`src/sv/bcb_pkg.sv`:
```
// types and constants for the bracket and keyword balance checker
// no dependencies
package bcb_pkg;

  localparam int DEFAULT_STACK_DEPTH = 64;

  typedef enum logic [1:0] {
    KIND_BRACE  = 2'd0,
    KIND_PAREN  = 2'd1,
    KIND_SQUARE = 2'd2,
    KIND_BEGIN  = 2'd3
  } kind_t;

  typedef enum logic [2:0] {
    SOP_HOLD  = 3'd0,
    SOP_PUSH1 = 3'd1,
    SOP_PUSH2 = 3'd2,
    SOP_POP1  = 3'd3,
    SOP_POP2  = 3'd4,
    SOP_REPL  = 3'd5
  } sop_t;

  typedef struct packed {
    sop_t  op;
    kind_t k0;
    kind_t k1;
  } stack_cmd_t;

  typedef struct packed {
    logic balanced;
    logic overflowed;
  } result_t;

endpackage

```
`src/sv/bcb_ctrl.sv`:
```
// word tracking, stack level, failure flags and stack command decode
// depends on bcb_pkg
module bcb_ctrl #(
  parameter int STACK_DEPTH = bcb_pkg::DEFAULT_STACK_DEPTH
) (
  input  logic                clk,
  input  logic                rst_n,
  input  logic                accept,
  input  logic [7:0]          text_byte,
  input  logic                byte_present,
  input  logic                end_of_text,
  input  bcb_pkg::kind_t      top0,
  input  bcb_pkg::kind_t      top1,
  output bcb_pkg::stack_cmd_t cmd,
  output bcb_pkg::result_t    res
);

  localparam int LW = $clog2(STACK_DEPTH + 1);

  localparam logic [7:0] CH_UP_A    = 8'h41;
  localparam logic [7:0] CH_UP_Z    = 8'h5A;
  localparam logic [7:0] CH_LO_A    = 8'h61;
  localparam logic [7:0] CH_LO_Z    = 8'h7A;
  localparam logic [7:0] CH_B       = 8'h62;
  localparam logic [7:0] CH_D       = 8'h64;
  localparam logic [7:0] CH_E       = 8'h65;
  localparam logic [7:0] CH_G       = 8'h67;
  localparam logic [7:0] CH_I       = 8'h69;
  localparam logic [7:0] CH_N       = 8'h6E;
  localparam logic [7:0] CH_LBRACE  = 8'h7B;
  localparam logic [7:0] CH_RBRACE  = 8'h7D;
  localparam logic [7:0] CH_LPAREN  = 8'h28;
  localparam logic [7:0] CH_RPAREN  = 8'h29;
  localparam logic [7:0] CH_LSQUARE = 8'h5B;
  localparam logic [7:0] CH_RSQUARE = 8'h5D;

  typedef enum logic [3:0] {
    W_OUT   = 4'd0,
    W_B     = 4'd1,
    W_BE    = 4'd2,
    W_BEG   = 4'd3,
    W_BEGI  = 4'd4,
    W_BEGIN = 4'd5,
    W_E     = 4'd6,
    W_EN    = 4'd7,
    W_END   = 4'd8,
    W_OTHER = 4'd9
  } word_t;

  typedef enum logic [1:0] {
    ACT_NONE = 2'd0,
    ACT_PUSH = 2'd1,
    ACT_POP  = 2'd2
  } act_t;

  function automatic word_t next_word(input word_t w, input logic [7:0] c);
    word_t r;
    r = W_OTHER;
    unique case (w)
      W_OUT:   r = (c == CH_B) ? W_B : ((c == CH_E) ? W_E : W_OTHER);
      W_B:     r = (c == CH_E) ? W_BE : W_OTHER;
      W_BE:    r = (c == CH_G) ? W_BEG : W_OTHER;
      W_BEG:   r = (c == CH_I) ? W_BEGI : W_OTHER;
      W_BEGI:  r = (c == CH_N) ? W_BEGIN : W_OTHER;
      W_E:     r = (c == CH_N) ? W_EN : W_OTHER;
      W_EN:    r = (c == CH_D) ? W_END : W_OTHER;
      default: r = W_OTHER;
    endcase
    return r;
  endfunction

  word_t            word_r;
  word_t            word_nxt;
  logic [LW-1:0]    level_r;
  logic [LW-1:0]    level_nxt;
  logic             failed_r;
  logic             failed_nxt;
  logic             ovf_r;
  logic             ovf_nxt;

  word_t            wf;
  logic             letter;
  logic             finish;
  act_t             a1;
  act_t             a2;
  bcb_pkg::kind_t   bk;
  logic             full;
  logic             empty;
  logic [LW-1:0]    lvl_op;
  logic             fail_op;
  logic             ovf_op;

  always_comb begin
    letter = ((text_byte >= CH_LO_A) && (text_byte <= CH_LO_Z)) ||
             ((text_byte >= CH_UP_A) && (text_byte <= CH_UP_Z));
    wf = word_r;
    if (byte_present && letter) begin
      wf = next_word(word_r, text_byte);
    end
    finish = (byte_present && !letter) || end_of_text;

    a1 = ACT_NONE;
    if (finish && (wf == W_BEGIN)) begin
      a1 = ACT_PUSH;
    end else if (finish && (wf == W_END)) begin
      a1 = ACT_POP;
    end

    a2 = ACT_NONE;
    bk = bcb_pkg::KIND_BRACE;
    if (byte_present && !letter) begin
      unique case (text_byte)
        CH_LBRACE: begin
          a2 = ACT_PUSH;
          bk = bcb_pkg::KIND_BRACE;
        end
        CH_LPAREN: begin
          a2 = ACT_PUSH;
          bk = bcb_pkg::KIND_PAREN;
        end
        CH_LSQUARE: begin
          a2 = ACT_PUSH;
          bk = bcb_pkg::KIND_SQUARE;
        end
        CH_RBRACE: begin
          a2 = ACT_POP;
          bk = bcb_pkg::KIND_BRACE;
        end
        CH_RPAREN: begin
          a2 = ACT_POP;
          bk = bcb_pkg::KIND_PAREN;
        end
        CH_RSQUARE: begin
          a2 = ACT_POP;
          bk = bcb_pkg::KIND_SQUARE;
        end
        default: begin
          a2 = ACT_NONE;
          bk = bcb_pkg::KIND_BRACE;
        end
      endcase
    end

    full  = (level_r == LW'(STACK_DEPTH));
    empty = (level_r == '0);

    cmd.op  = bcb_pkg::SOP_HOLD;
    cmd.k0  = bk;
    cmd.k1  = bcb_pkg::KIND_BEGIN;
    lvl_op  = level_r;
    fail_op = failed_r;
    ovf_op  = ovf_r;

    if (accept && !failed_r) begin
      unique case (a1)
        ACT_PUSH: begin
          if (full) begin
            fail_op = 1'b1;
            ovf_op  = 1'b1;
          end else if (a2 == ACT_PUSH) begin
            if (level_r == LW'(STACK_DEPTH - 1)) begin
              fail_op = 1'b1;
              ovf_op  = 1'b1;
            end else begin
              cmd.op = bcb_pkg::SOP_PUSH2;
              lvl_op = level_r + LW'(2);
            end
          end else if (a2 == ACT_POP) begin
            // a bracket closer right after begin never matches
            fail_op = 1'b1;
          end else begin
            cmd.op = bcb_pkg::SOP_PUSH1;
            cmd.k0 = bcb_pkg::KIND_BEGIN;
            lvl_op = level_r + LW'(1);
          end
        end
        ACT_POP: begin
          if (empty || (top0 != bcb_pkg::KIND_BEGIN)) begin
            fail_op = 1'b1;
          end else if (a2 == ACT_PUSH) begin
            cmd.op = bcb_pkg::SOP_REPL;
          end else if (a2 == ACT_POP) begin
            if ((level_r == LW'(1)) || (top1 != bk)) begin
              fail_op = 1'b1;
            end else begin
              cmd.op = bcb_pkg::SOP_POP2;
              lvl_op = level_r - LW'(2);
            end
          end else begin
            cmd.op = bcb_pkg::SOP_POP1;
            lvl_op = level_r - LW'(1);
          end
        end
        default: begin
          if (a2 == ACT_PUSH) begin
            if (full) begin
              fail_op = 1'b1;
              ovf_op  = 1'b1;
            end else begin
              cmd.op = bcb_pkg::SOP_PUSH1;
              lvl_op = level_r + LW'(1);
            end
          end else if (a2 == ACT_POP) begin
            if (empty || (top0 != bk)) begin
              fail_op = 1'b1;
            end else begin
              cmd.op = bcb_pkg::SOP_POP1;
              lvl_op = level_r - LW'(1);
            end
          end
        end
      endcase
    end

    res.balanced   = !fail_op && (lvl_op == '0);
    res.overflowed = ovf_op;

    word_nxt   = word_r;
    level_nxt  = level_r;
    failed_nxt = failed_r;
    ovf_nxt    = ovf_r;
    if (accept) begin
      word_nxt   = finish ? W_OUT : wf;
      level_nxt  = lvl_op;
      failed_nxt = fail_op;
      ovf_nxt    = ovf_op;
      if (end_of_text) begin
        word_nxt   = W_OUT;
        level_nxt  = '0;
        failed_nxt = 1'b0;
        ovf_nxt    = 1'b0;
      end
    end
  end

  always_ff @(posedge clk) begin
    if (!rst_n) begin
      word_r   <= W_OUT;
      level_r  <= '0;
      failed_r <= 1'b0;
      ovf_r    <= 1'b0;
    end else begin
      word_r   <= word_nxt;
      level_r  <= level_nxt;
      failed_r <= failed_nxt;
      ovf_r    <= ovf_nxt;
    end
  end

endmodule

```
`config.mk`:
```
export PLATFORM = sky130hd
export DESIGN_NAME = bcb_ctrl
export DESIGN_NICKNAME = d
export VERILOG_FILES = /design/src/sv/bcb_pkg.sv /design/src/sv/bcb_ctrl.sv
export SDC_FILE = /design/constraint.sdc
export NUM_CORES = 1
export LEC_CHECK = 0
export ABC_CLOCK_PERIOD_IN_PS = 4200
export BUFFER_PORTS_ARGS = -buffer_cell sky130_fd_sc_hd__buf_2
export CAP_MARGIN = 20
export CORE_ASPECT_RATIO = 0.6
export CORE_MARGIN = 2
export CORE_UTILIZATION = 55
export DETAILED_ROUTE_END_ITERATION = 16
export GPL_TIMING_DRIVEN = 0
export PLACE_DENSITY = 0.78
export SETUP_SLACK_MARGIN = 0.05
export SLEW_MARGIN = 10
export SYNTH_ARGS = -nofsm -noshare
export SYNTH_HDL_FRONTEND = slang
export SYNTH_SLANG_ARGS = --single-unit
export TNS_END_PERCENT = 10
```
`constraint.sdc`:
```
create_clock -name clk -period 4.2 [get_ports clk]
set_input_delay 0.42 -clock clk [delete_from_list [all_inputs] [get_ports clk]]
set_output_delay 0.42 -clock clk [all_outputs]
set_load 0.02 [all_outputs]
```
==> run_results.csv, run 1 <==
group,metric,value,unit
outcome,status,"complete, but fails checks",
outcome,violations,"setup timing",
global_route,grt_max_degree,11,
timing,worst_pin_slew,0.834,ns
power_and_ir_drop,power.share.switching,0.346,
global_route,grt_overflow_total,0,
synth,synthCells,376,
synth,synth.avg_cell_area,6.65,µm²
job,max-cap-violations,0,
synth,synthMuxAreaShare,0.0120,
place,io_buffers,22,
power_and_ir_drop,p_leak,1.10,nW
timing,slew_headroom,0.442,
synth,synth_adder_area_share,0.0450,
synth,yosys.area_share.simple,0.389,
synth,synth_top_area_share,0.104,
timing,hold_violations,0,
critical_path,required,3.78,ns
die,die_area,0.00512,mm²
clocking,clock_latency,0.24,ns
power_and_ir_drop,p_seq_frac,0.347,
synth,synth_commonest_cells,"37 x nand2_1, 36 x nor2_1, 29 x o21ai_0, 20 x nor3_1, 18 x clkbuf_1",
global_route,grt_pass1_vias,2832,
synth,ys_warn_count,0,
power_and_ir_drop,power_switching,0.000124,W
timing,finalSetupViolCount,1,
timing,final_max_slew_viol_count,0,
layout,drive_gt1_frac,0.227,
timing,rsz0062_at_grt,"true",
layout,fin_util,0.707,
synth,synth-xor-area-share,0.0175,
clocking,cts_root_buf,"clkbuf_8",
global_route,track_usage,0.362,
detailed_routing,wirelength,9530,µm
synth,syn-cell-area,0.00250,mm²
critical_path,crit_path_end_kind,"output pin",
power_and_ir_drop,p_comb_frac,0.341,
place,gp_congestion,1.03,
detailed_routing,dr.pass1.iters,6,
power_and_ir_drop,power.internal,0.000235,W
die,die_x,91.1,µm
place,placed_area,0.00269,mm²
synth,synth_compound_area_frac,0.364,
layout,final_cells,466,
clocking,cts.path.max_buffers,2,
synth,ys_types,75,
die,ios,26,
synth,synth_async_sr_flop_share,0,
synth,synth_top_flop_cell,"dfxtp_1",
synth,synth_top_family_by_area,"simple AND/OR/NAND/NOR gates",
clocking,cts-buffers-inserted,3,
critical_path,path_max_fanout,7,
place,dp.cells,459,
die,core-area,0.00423,mm²
global_route,grt_pass1_wl,14800,µm
clocking,cts_tree,"done",
power_and_ir_drop,p_total,0.000359,W
power_and_ir_drop,vdd_drop_max,0.256,mV
synth,ys_seq_area_frac,0.104,
power_and_ir_drop,p_clk_frac,0.311,
clocking,path_clk_slew,0.05,ns
die,placement_rows,18,
layout,final_nets,433,
detailed_routing,avgRoutedWirePerCell,20.5,µm
die,die_y,56.2,µm
critical_path,crit_type,"in2out",
layout,fillers,387,
synth,synth_area_leader_cell,"dfxtp_1",
timing,worst_slack,-0.0391,ns
detailed_routing,viasPerCell,6.97,
timing,finalCritPeriodShare,1.01,
layout,design_area,0.00300,mm²
clocking,cts.sinks,13,
synth,yosys-top-cells-area,"dfxtp_1 10%, o21ai_0 5.8%, nand2_1 5.6%, nor2_1 5.4%, ha_1 4.5%",
detailed_routing,num_vias,3250,
synth,synth_seq_cells,13,
clocking,htree_num_levels,1,
hold_path,hold_path.class,"in2reg",
layout,antennaDiodeCount,0,
layout,area_delta_synth_final,19.8,%
timing,setup_tns,-0.0391,ns
power_and_ir_drop,p_per_area,120,mW/mm²
timing,clock.fmax,236,MHz
detailed_routing,drtIter0Drc,571,
detailed_routing,ant_nets,0,
die,start_util,0.591,
synth,synth_edf_count,0,
place,hpwl,6890,µm
detailed_routing,drc,0,
critical_path,cp.arrival,3.82,ns
critical_path,crit_path_start_kind,"input port",
timing,final.min_clock_period,4.24,ns
global_route,antenna_found_initial,0,
timing,clock_skew,0.00694,ns
synth,yosysMostFrequentCell,"nand2_1",
clocking,ctsHoldBuffers,0,
-- kinds of logic (layout without fill, tap and decap cells) --
| family | count (synthesis) | count (layout) |
|---|---|---|
| adder cells (fa/ha/maj) | 9 | 9 |
| other | 1 | 2 |
| buffers and inverters | 41 | 70 |
| flip-flops | 13 | 13 |
| XOR/XNOR | 5 | 5 |
| AO/OA/AOI/OAI | 122 | 122 |
| AND/OR/NAND/NOR | 182 | 182 |
| multiplexers | 3 | 3 |
-- cell usage in the layout, fill, tap and decap left out, types with 4 or more instances in the layout --
cell type	Yosys	layout
inv_1	14	10
a21boi_0	4	4
buf_4	3	9
ha_1	9	7
nor3_1	20	19
a21oi_1	17	14
or3_1	4	4
nand2_2	1	4
o21ai_0	29	25
inv_2	0	4
o211ai_1	4	4
clkbuf_1	18	14
nand4_1	6	6
nor2b_1	9	9
nand3b_1	6	6
o211a_1	4	4
nor2_1	36	33
and2_1	9	9
nand3_1	14	14
dfxtp_1	13	13
clkbuf_8	0	4
xnor2_1	5	5
nand2_1	37	33
nor4_1	8	8
nand2b_1	9	8
a211oi_1	5	5
a31oi_1	4	4
buf_2	3	25
o22ai_1	5	4
o21a_1	4	4
-- power groups by stage --
stage / Sequential [W] / Combinational, W / Clock (W)
detailed placement: 0.000127 / 0.000106 / 0
CTS: 0.000125 / 0.000113 / 0.000112
global placement: 0.000127 / 0.000104 / 0
floorplan: 0.000127 / 0.0000718 / 0
global route: 0.000125 / 0.000130 / 0.000116
finish: 0.000125 / 0.000123 / 0.000112
-- final timing paths --
path                                              from                      end  slack, ns  cells after the start
worst max-delay path                      text_byte[1]                   res[1]      -0.04                     17
worst min-delay path                             rst_n   word_r[2]$_SDFFE_PN0P_       0.46                      2
worst max register to register  word_r[1]$_SDFFE_PN0P_  level_r[2]$_SDFFE_PN0P_       0.96                     11
worst min register to register   failed_r$_SDFFE_PN0P_    failed_r$_SDFFE_PN0P_       0.57                      2
-- stage by stage --
stage	hold WS (ns)	setup WS, ns
global placement	0.531	-0.886
finish	0.462	-0.0391
CTS	0.452	0.0565
detailed placement	0.557	-0.933
floorplan	0.510	0.0533
global route	0.463	-0.143
-- flip-flops by register name, indices dropped and copies added, names as in the netlist --
signal,cells
level_r,7
word_r,4
failed_r,1
ovf_r,1
-- timing repair --
item,4_1_cts,5_1_grt
setup buffers,4,1
setup endpoints to repair,4,2
gates resized for setup,47,15
pin swaps,9,2
-- final cells by class --
class	instances	area, µm²	area share
buffer	24	130	0.0434
sequential	13	260	0.0869
multi-input combinational	323	2280	0.761
clock buffer	4	45.0	0.0150
tap	60	75.1	0.0251
timing repair buffer	27	150	0.0501
inverter	15	56.3	0.0188
-- worst max-delay path: stages --
cell and delay (ns):
buf_2 0.14, or4_4 0.55, o221ai_4 0.21, nand2_2 0.10
or4_4 0.48, inv_2 0.11, ha_4 0.17, nand2_1 0.10
a21oi_2 0.15, a21oi_2 0.07, a2111oi_2 0.34, xnor2_1 0.20
a21oi_1 0.09, o21ai_1 0.17, o211a_1 0.20, and4b_1 0.19
buf_4 0.14
-- per-layer routing --
layer / vias to the layer above / wire, µm / track usage
met5: - / 0 / 0
li1: 1480 / - / -
met2: 273 / 3510 / 0.474
met4: 0 / 257 / 0.0866
met3: 49 / 1650 / 0.118
met1: 1448 / 4110 / 0.554
(Power assumes the default switching activity.)
==> inputs of run 2 (changes only) <==
--- a/config.mk
+++ b/config.mk
@@ -8,12 +8,11 @@
 export ABC_CLOCK_PERIOD_IN_PS = 4200
 export BUFFER_PORTS_ARGS = -buffer_cell sky130_fd_sc_hd__buf_2
 export CAP_MARGIN = 20
-export CORE_ASPECT_RATIO = 0.6
 export CORE_MARGIN = 2
-export CORE_UTILIZATION = 55
+export CORE_UTILIZATION = 45
 export DETAILED_ROUTE_END_ITERATION = 16
 export GPL_TIMING_DRIVEN = 0
-export PLACE_DENSITY = 0.78
+export PLACE_DENSITY = 0.66
 export SETUP_SLACK_MARGIN = 0.05
 export SLEW_MARGIN = 10
 export SYNTH_ARGS = -nofsm -noshare
==> run 2 against run 1 <==
Core utilization shrank 13 points. Critical path type unchanged. Routed wire length decreased by 8.6%. Clock skew fell by 0.0038 ns. Largest power group unchanged. Count of clock-buffer cells in the layout unchanged. The run still ends with setup timing left.
==> run_results.csv, run 2 (same netlist as run 1, synthesis figures left out) <==
group,metric,value,unit
outcome,status,"complete, but fails checks",
outcome,violations,"setup timing",
critical_path,cp.arrival,3.96,ns
layout,final_cells,490,
place,gp_congestion,1.01,
global_route,grt_pass1_wl,13800,µm
detailed_routing,dr.pass1.iters,5,
timing,fin_hold_ws,0.471,ns
hold_path,hold_path.class,"in2reg",
critical_path,crit_type,"in2out",
layout,fillers,524,
die,placement_rows,27,
die,die_area,0.00617,mm²
timing,worst_pin_slew,0.807,ns
timing,finalSetupViolCount,1,
timing,clock.fmax,228,MHz
clocking,cts_root_buf,"clkbuf_8",
critical_path,path_max_fanout,7,
layout,antennaDiodeCount,0,
timing,clock_skew,0.00317,ns
global_route,grt_max_degree,11,
clocking,htree_num_levels,1,
layout,most-common-layout-cells,"33 x nand2_1, 33 x nor2_1, 22 x buf_2, 22 x o21ai_0",
clocking,ctsHoldBuffers,0,
global_route,grt_overflow_total,0,
power_and_ir_drop,p_per_area,114,mW/mm²
layout,area_delta_synth_final,26.2,%
place,dp.cells,471,
timing,setup_tns,-0.179,ns
clocking,cts-buffers-inserted,3,
layout,largest_register_ffs,7,
global_route,track_usage,0.274,
clocking,cts.path.max_buffers,2,
critical_path,critPathLaunch,"text_byte[1]",
place,dp_slack,-0.577,ns
global_route,met3_usage,0.0264,
detailed_routing,drc,0,
critical_path,r2r_end,"level_r[2]$_SDFFE_PN0P_",
die,die_x,78.6,µm
die,core-area,0.00544,mm²
detailed_routing,num_vias,3139,
timing,worst_slack,-0.179,ns
detailed_routing,drtIter0Drc,399,
detailed_routing,ant_nets,0,
die,start_util,0.460,
clocking,clock_latency,0.24,ns
critical_path,crit_path_start_kind,"input port",
power_and_ir_drop,p_total,0.000358,W
critical_path,worstSetupEndpoint,"res[1]",
global_route,met2_usage,0.420,
clocking,path_clk_slew,0.05,ns
power_and_ir_drop,vdd_drop_max,0.178,mV
critical_path,rrSetupSlack,0.73,ns
timing,final_max_slew_viol_count,0,
global_route,antenna_found_initial,0,
clocking,cts.sinks,13,
layout,register_area,260,µm²
die,die_y,78.6,µm
timing,slew_headroom,0.462,
detailed_routing,avgRoutedWirePerCell,17.8,µm
critical_path,r2r-start,"word_r[1]$_SDFFE_PN0P_",
detailed_routing,wirelength,8720,µm
global_route,grt_pass1_vias,2792,
layout,multi_input_area,0.00229,mm²
global_route,grt-busiest-layer,"met2",
timing,finalCritPeriodShare,1.04,
place,hpwl,6210,µm
critical_path,required,3.78,ns
global_route,grtUsageMet1,0.390,
place,io_buffers,22,
timing,final.min_clock_period,4.38,ns
timing,rsz0062_at_grt,"true",
critical_path,crit_path_end_kind,"output pin",
job,max-cap-violations,0,
layout,drive_gt1_frac,0.246,
timing,hold_violations,0,
layout,top_register,"level_r",
detailed_routing,viasPerCell,6.41,
layout,final_nets,445,
layout,top_regs,"level_r: 7 flops, word_r: 4 flops",
clocking,cts_tree,"done",
critical_path,reg2reg_depth,12,
die,ios,26,
power_and_ir_drop,p_leak,1.17,nW
==> run 2: cell types whose count changed in the layout (fill, tap and decap cells not counted), moves of 2 or more <==
cell,previous run,this run
buf_2,25,22
buf_4,9,17
buf_6,0,5
inv_2,4,2
nor3_1,19,17
nor3_2,0,3
o21ai_0,25,22
o21ai_1,2,5
==> run 2: worst max-delay path, stage by stage <==
cell and delay, ns:
buf_8 0.09, or4_4 0.56, o221ai_4 0.22, nand2_2 0.10, or4_4 0.57, buf_6 0.14
ha_4 0.19, clkinvlp_4 0.13, nand2b_4 0.10, buf_6 0.15, nor3_2 0.14, a22oi_1 0.08
o32ai_1 0.37, o22ai_1 0.19, nor3b_2 0.18, and4b_1 0.19, buf_6 0.14
==> run 2: worst min path at each step <==
stage | start | slack, ns | to | cells after the start
3_3_place_gp | ovf_r$_SDFFE_PN0P_ | 0.54 | ovf_r$_SDFFE_PN0P_ | 2
6_report | rst_n | 0.47 | word_r[2]$_SDFFE_PN0P_ | 2
5_1_grt | rst_n | 0.47 | word_r[2]$_SDFFE_PN0P_ | 2
3_5_place_dp | ovf_r$_SDFFE_PN0P_ | 0.54 | ovf_r$_SDFFE_PN0P_ | 2
2_1_floorplan | failed_r$_SDFFE_PN0P_ | 0.51 | failed_r$_SDFFE_PN0P_ | 2
4_1_cts | rst_n | 0.47 | word_r[2]$_SDFFE_PN0P_ | 2
==> run 2: area by class of cell <==
type                       instances  area share
sequential                        13      0.0825
clock buffer                       4      0.0143
buffer                            24      0.0389
timing repair buffer              39      0.0908
multi-input combinational        323       0.726
inverter                          15      0.0190
tap                               72      0.0285
==> run 2: power breakdown <==
part | switching, W | internal [W] | total, W
logic | 0.0000752 | 0.0000483 | 0.000123
clock network | 0.0000429 | 0.0000669 | 0.000110
registers | 0.000000679 | 0.000124 | 0.000125
total | 0.000119 | 0.000239 | 0.000358
==> run 2: metrics by stage <==
stage	area, µm²	utilization
global placement	2710	0.498
CTS	2940	0.540
finish	3160	0.580
global route	3160	0.580
detailed placement	2710	0.498
floorplan	2510	-
==> run 2: per-layer routing <==
layer,vias to the layer above,share of wire
met2,179,0.45
met4,0,0.025
met3,27,0.087
met5,-,0
li1,1498,-
met1,1435,0.44
==> run 2: what timing repair did <==
item                                    4_1_cts  5_1_grt
pin swaps                                     9       17
buffers inserted                              7       10
resized for setup                            44       33
endpoints found under the setup margin        1        1
==> inputs of run 3 (changes only) <==
--- a/config.mk
+++ b/config.mk
@@ -8,6 +8,7 @@
 export ABC_CLOCK_PERIOD_IN_PS = 4200
 export BUFFER_PORTS_ARGS = -buffer_cell sky130_fd_sc_hd__buf_2
 export CAP_MARGIN = 20
+export CORE_ASPECT_RATIO = 1.4
 export CORE_MARGIN = 2
 export CORE_UTILIZATION = 45
 export DETAILED_ROUTE_END_ITERATION = 16
==> constraint.sdc (replaced) <==
create_clock -name clk -period 4.2 [get_ports clk]
set_input_delay 0.21 -clock clk [delete_from_list [all_inputs] [get_ports clk]]
set_output_delay 0.21 -clock clk [all_outputs]
set_load 0.02 [all_outputs]
==> run 3 against run 2 <==
The flow now finishes without violations. Global-route usage up 2.7 points. Flip-flop and latch count unchanged. Core utilization down 4.5 points.
==> run_results.csv, run 3 (same netlist as run 1, synthesis figures left out) <==
group,metric,value,unit
outcome,status,"complete, no violations",
detailed_routing,dr.pass1.iters,5,
die,start_util,0.459,
layout,top_regs,"level_r: 7 flops, word_r: 4 flops",
place,io_buffers,22,
layout,area_delta_synth_final,16.4,%
timing,final_max_slew_viol_count,0,
layout,most-common-layout-cells,"36 x nand2_1, 34 x nor2_1, 26 x o21ai_0",
timing,hold_violations,0,
power_and_ir_drop,p_leak,1.06,nW
detailed_routing,avgRoutedWirePerCell,18.8,µm
global_route,grt_pass1_wl,14500,µm
detailed_routing,viasPerCell,6.51,
hold_path,hold_path.class,"in2reg",
die,die_area,0.00618,mm²
detailed_routing,num_vias,3074,
layout,drive_gt1_frac,0.193,
critical_path,max_stage_delay,0.59,ns
clocking,cts-buffers-inserted,3,
critical_path,required,3.99,ns
die,die_y,92.2,µm
critical_path,path_cells,"buf_2 > or4_4 > o221ai_2 > nand2_1 > or4_4 > inv_1 > ha_4 > inv_1 > nor2_4 > nand2_2 > nor3_2 > a22oi_1 > mux2i_1 > o211a_1 > o211a_1 > and4b_1 > buf_2",
clocking,cts_root_buf,"clkbuf_8",
global_route,track_usage,0.300,
die,die_x,67.0,µm
timing,slew_headroom,0.501,
detailed_routing,wl_met3,391,µm
timing,finalSetupViolCount,0,
die,ios,26,
layout,fillers,579,
global_route,antenna_found_initial,0,
clocking,cts_tree,"done",
layout,top_register,"level_r",
die,core-area,0.00545,mm²
detailed_routing,met1Wirelength,3220,µm
place,dp.cells,467,
detailed_routing,drtIter0Drc,152,
critical_path,crit_type,"in2out",
global_route,grt_max_degree,11,
critical_path,crit_path_end_kind,"output pin",
layout,design_area,0.00291,mm²
power_and_ir_drop,vdd_drop_max,0.206,mV
layout,final_nets,431,
timing,worst_pin_slew,0.749,ns
clocking,path_clk_slew,0.06,ns
clocking,cts.sinks,13,
power_and_ir_drop,p_per_area,119,mW/mm²
power_and_ir_drop,p_total,0.000347,W
place,hpwl,6930,µm
global_route,grt_pass1_vias,3024,
detailed_routing,ant_nets,0,
critical_path,crit_path_start_kind,"input port",
layout,largest_register_ffs,7,
timing,rsz0062_at_grt,"false",
critical_path,path_max_fanout,7,
power_and_ir_drop,power_switching,0.000116,W
power_and_ir_drop,p_seq_frac,0.360,
critical_path,crit_slowest_cell,"or4_4",
timing,clock_skew,0.00672,ns
timing,clock.fmax,251,MHz
timing,finalCritPeriodShare,0.949,
critical_path,cp.arrival,3.78,ns
clocking,cts.path.max_buffers,2,
detailed_routing,wirelength,8890,µm
power_and_ir_drop,p_clk_frac,0.317,
detailed_routing,routed-wl-met2,4570,µm
die,placement_rows,32,
detailed_routing,drc,0,
job,max-cap-violations,0,
power_and_ir_drop,power.internal,0.000230,W
layout,antennaDiodeCount,0,
place,placed_area,0.00270,mm²
global_route,grt_overflow_total,0,
detailed_routing,topRoutingLayerUsed,"met4",
layout,final_cells,472,
power_and_ir_drop,p_comb_frac,0.323,
place,gp_congestion,0.992,
layout,layout_commonest_cell,"nand2_1",
timing,final.min_clock_period,3.99,ns
clocking,clock_latency,0.24,ns
clocking,htree_num_levels,1,
power_and_ir_drop,power.share.switching,0.336,
-- run 3: final timing paths --
path         slack, ns  cells past startpoint              startpoint                       to
max               0.21                     17            text_byte[1]                   res[1]
min               0.26                      2                   rst_n   word_r[2]$_SDFFE_PN0P_
max reg2reg       0.91                     11  word_r[1]$_SDFFE_PN0P_  level_r[3]$_SDFFE_PN0P_
min reg2reg       0.59                      2   failed_r$_SDFFE_PN0P_    failed_r$_SDFFE_PN0P_
-- run 3: what timing repair did --
action                     CTS  global route
hold buffers                 0             0
setup buffers                0             3
pin swaps                    1             2
resized for setup           16            28
setup endpoints to repair    1             1
-- run 3: power groups by stage --
| stage | registers (W) | clock network, W | logic [W] |
|---|---|---|---|
| CTS | 0.000125 | 0.000112 | 0.000106 |
| global placement | 0.000127 | 0 | 0.000104 |
| floorplan | 0.000127 | 0 | 0.0000717 |
| global route | 0.000125 | 0.000120 | 0.000123 |
| detailed placement | 0.000128 | 0 | 0.000105 |
| finish | 0.000125 | 0.000110 | 0.000112 |
-- run 3: critical path: cells and delay by family --
| kind | cells | cell delay, ns |
|---|---|---|
| simple gates | 7 | 1.99 |
| mux | 1 | 0.19 |
| compound gates | 4 | 0.72 |
| fa+ha+maj | 1 | 0.17 |
| buf+inv | 4 | 0.49 |
-- run 3: area by class of cell --
class,count,area [µm²],area share
Buffer,24,116,0.0400
Sequential cell,13,260,0.0894
Tap cell,68,85.1,0.0292
Inverter,15,60.1,0.0206
Clock buffer,3,41.3,0.0142
Clock inverter,1,5.00,0.00172
Multi-Input combinational cell,323,2210,0.759
Timing Repair Buffer,25,133,0.0456
-- run 3: layer usage --
layer,global-route usage,vias to the layer above
met3,0.0417,52
met1,0.315,1414
met4,0.201,0
li1,-,1474
met5,0,-
met2,0.533,134
-- run 3: through the flow --
| stage | hold slack, ns | setup slack (ns) | TNS (ns) | utilization |
|---|---|---|---|---|
| finish | 0.255 | 0.215 | 0 | 0.535 |
| global route | 0.270 | 0.0536 | 0 | 0.535 |
| CTS | 0.250 | 0.0558 | 0 | 0.512 |
| detailed placement | 0.506 | -0.360 | -0.360 | 0.496 |
| global placement | 0.509 | -0.419 | -0.419 | 0.496 |
| floorplan | 0.349 | 0.462 | 0 | - |
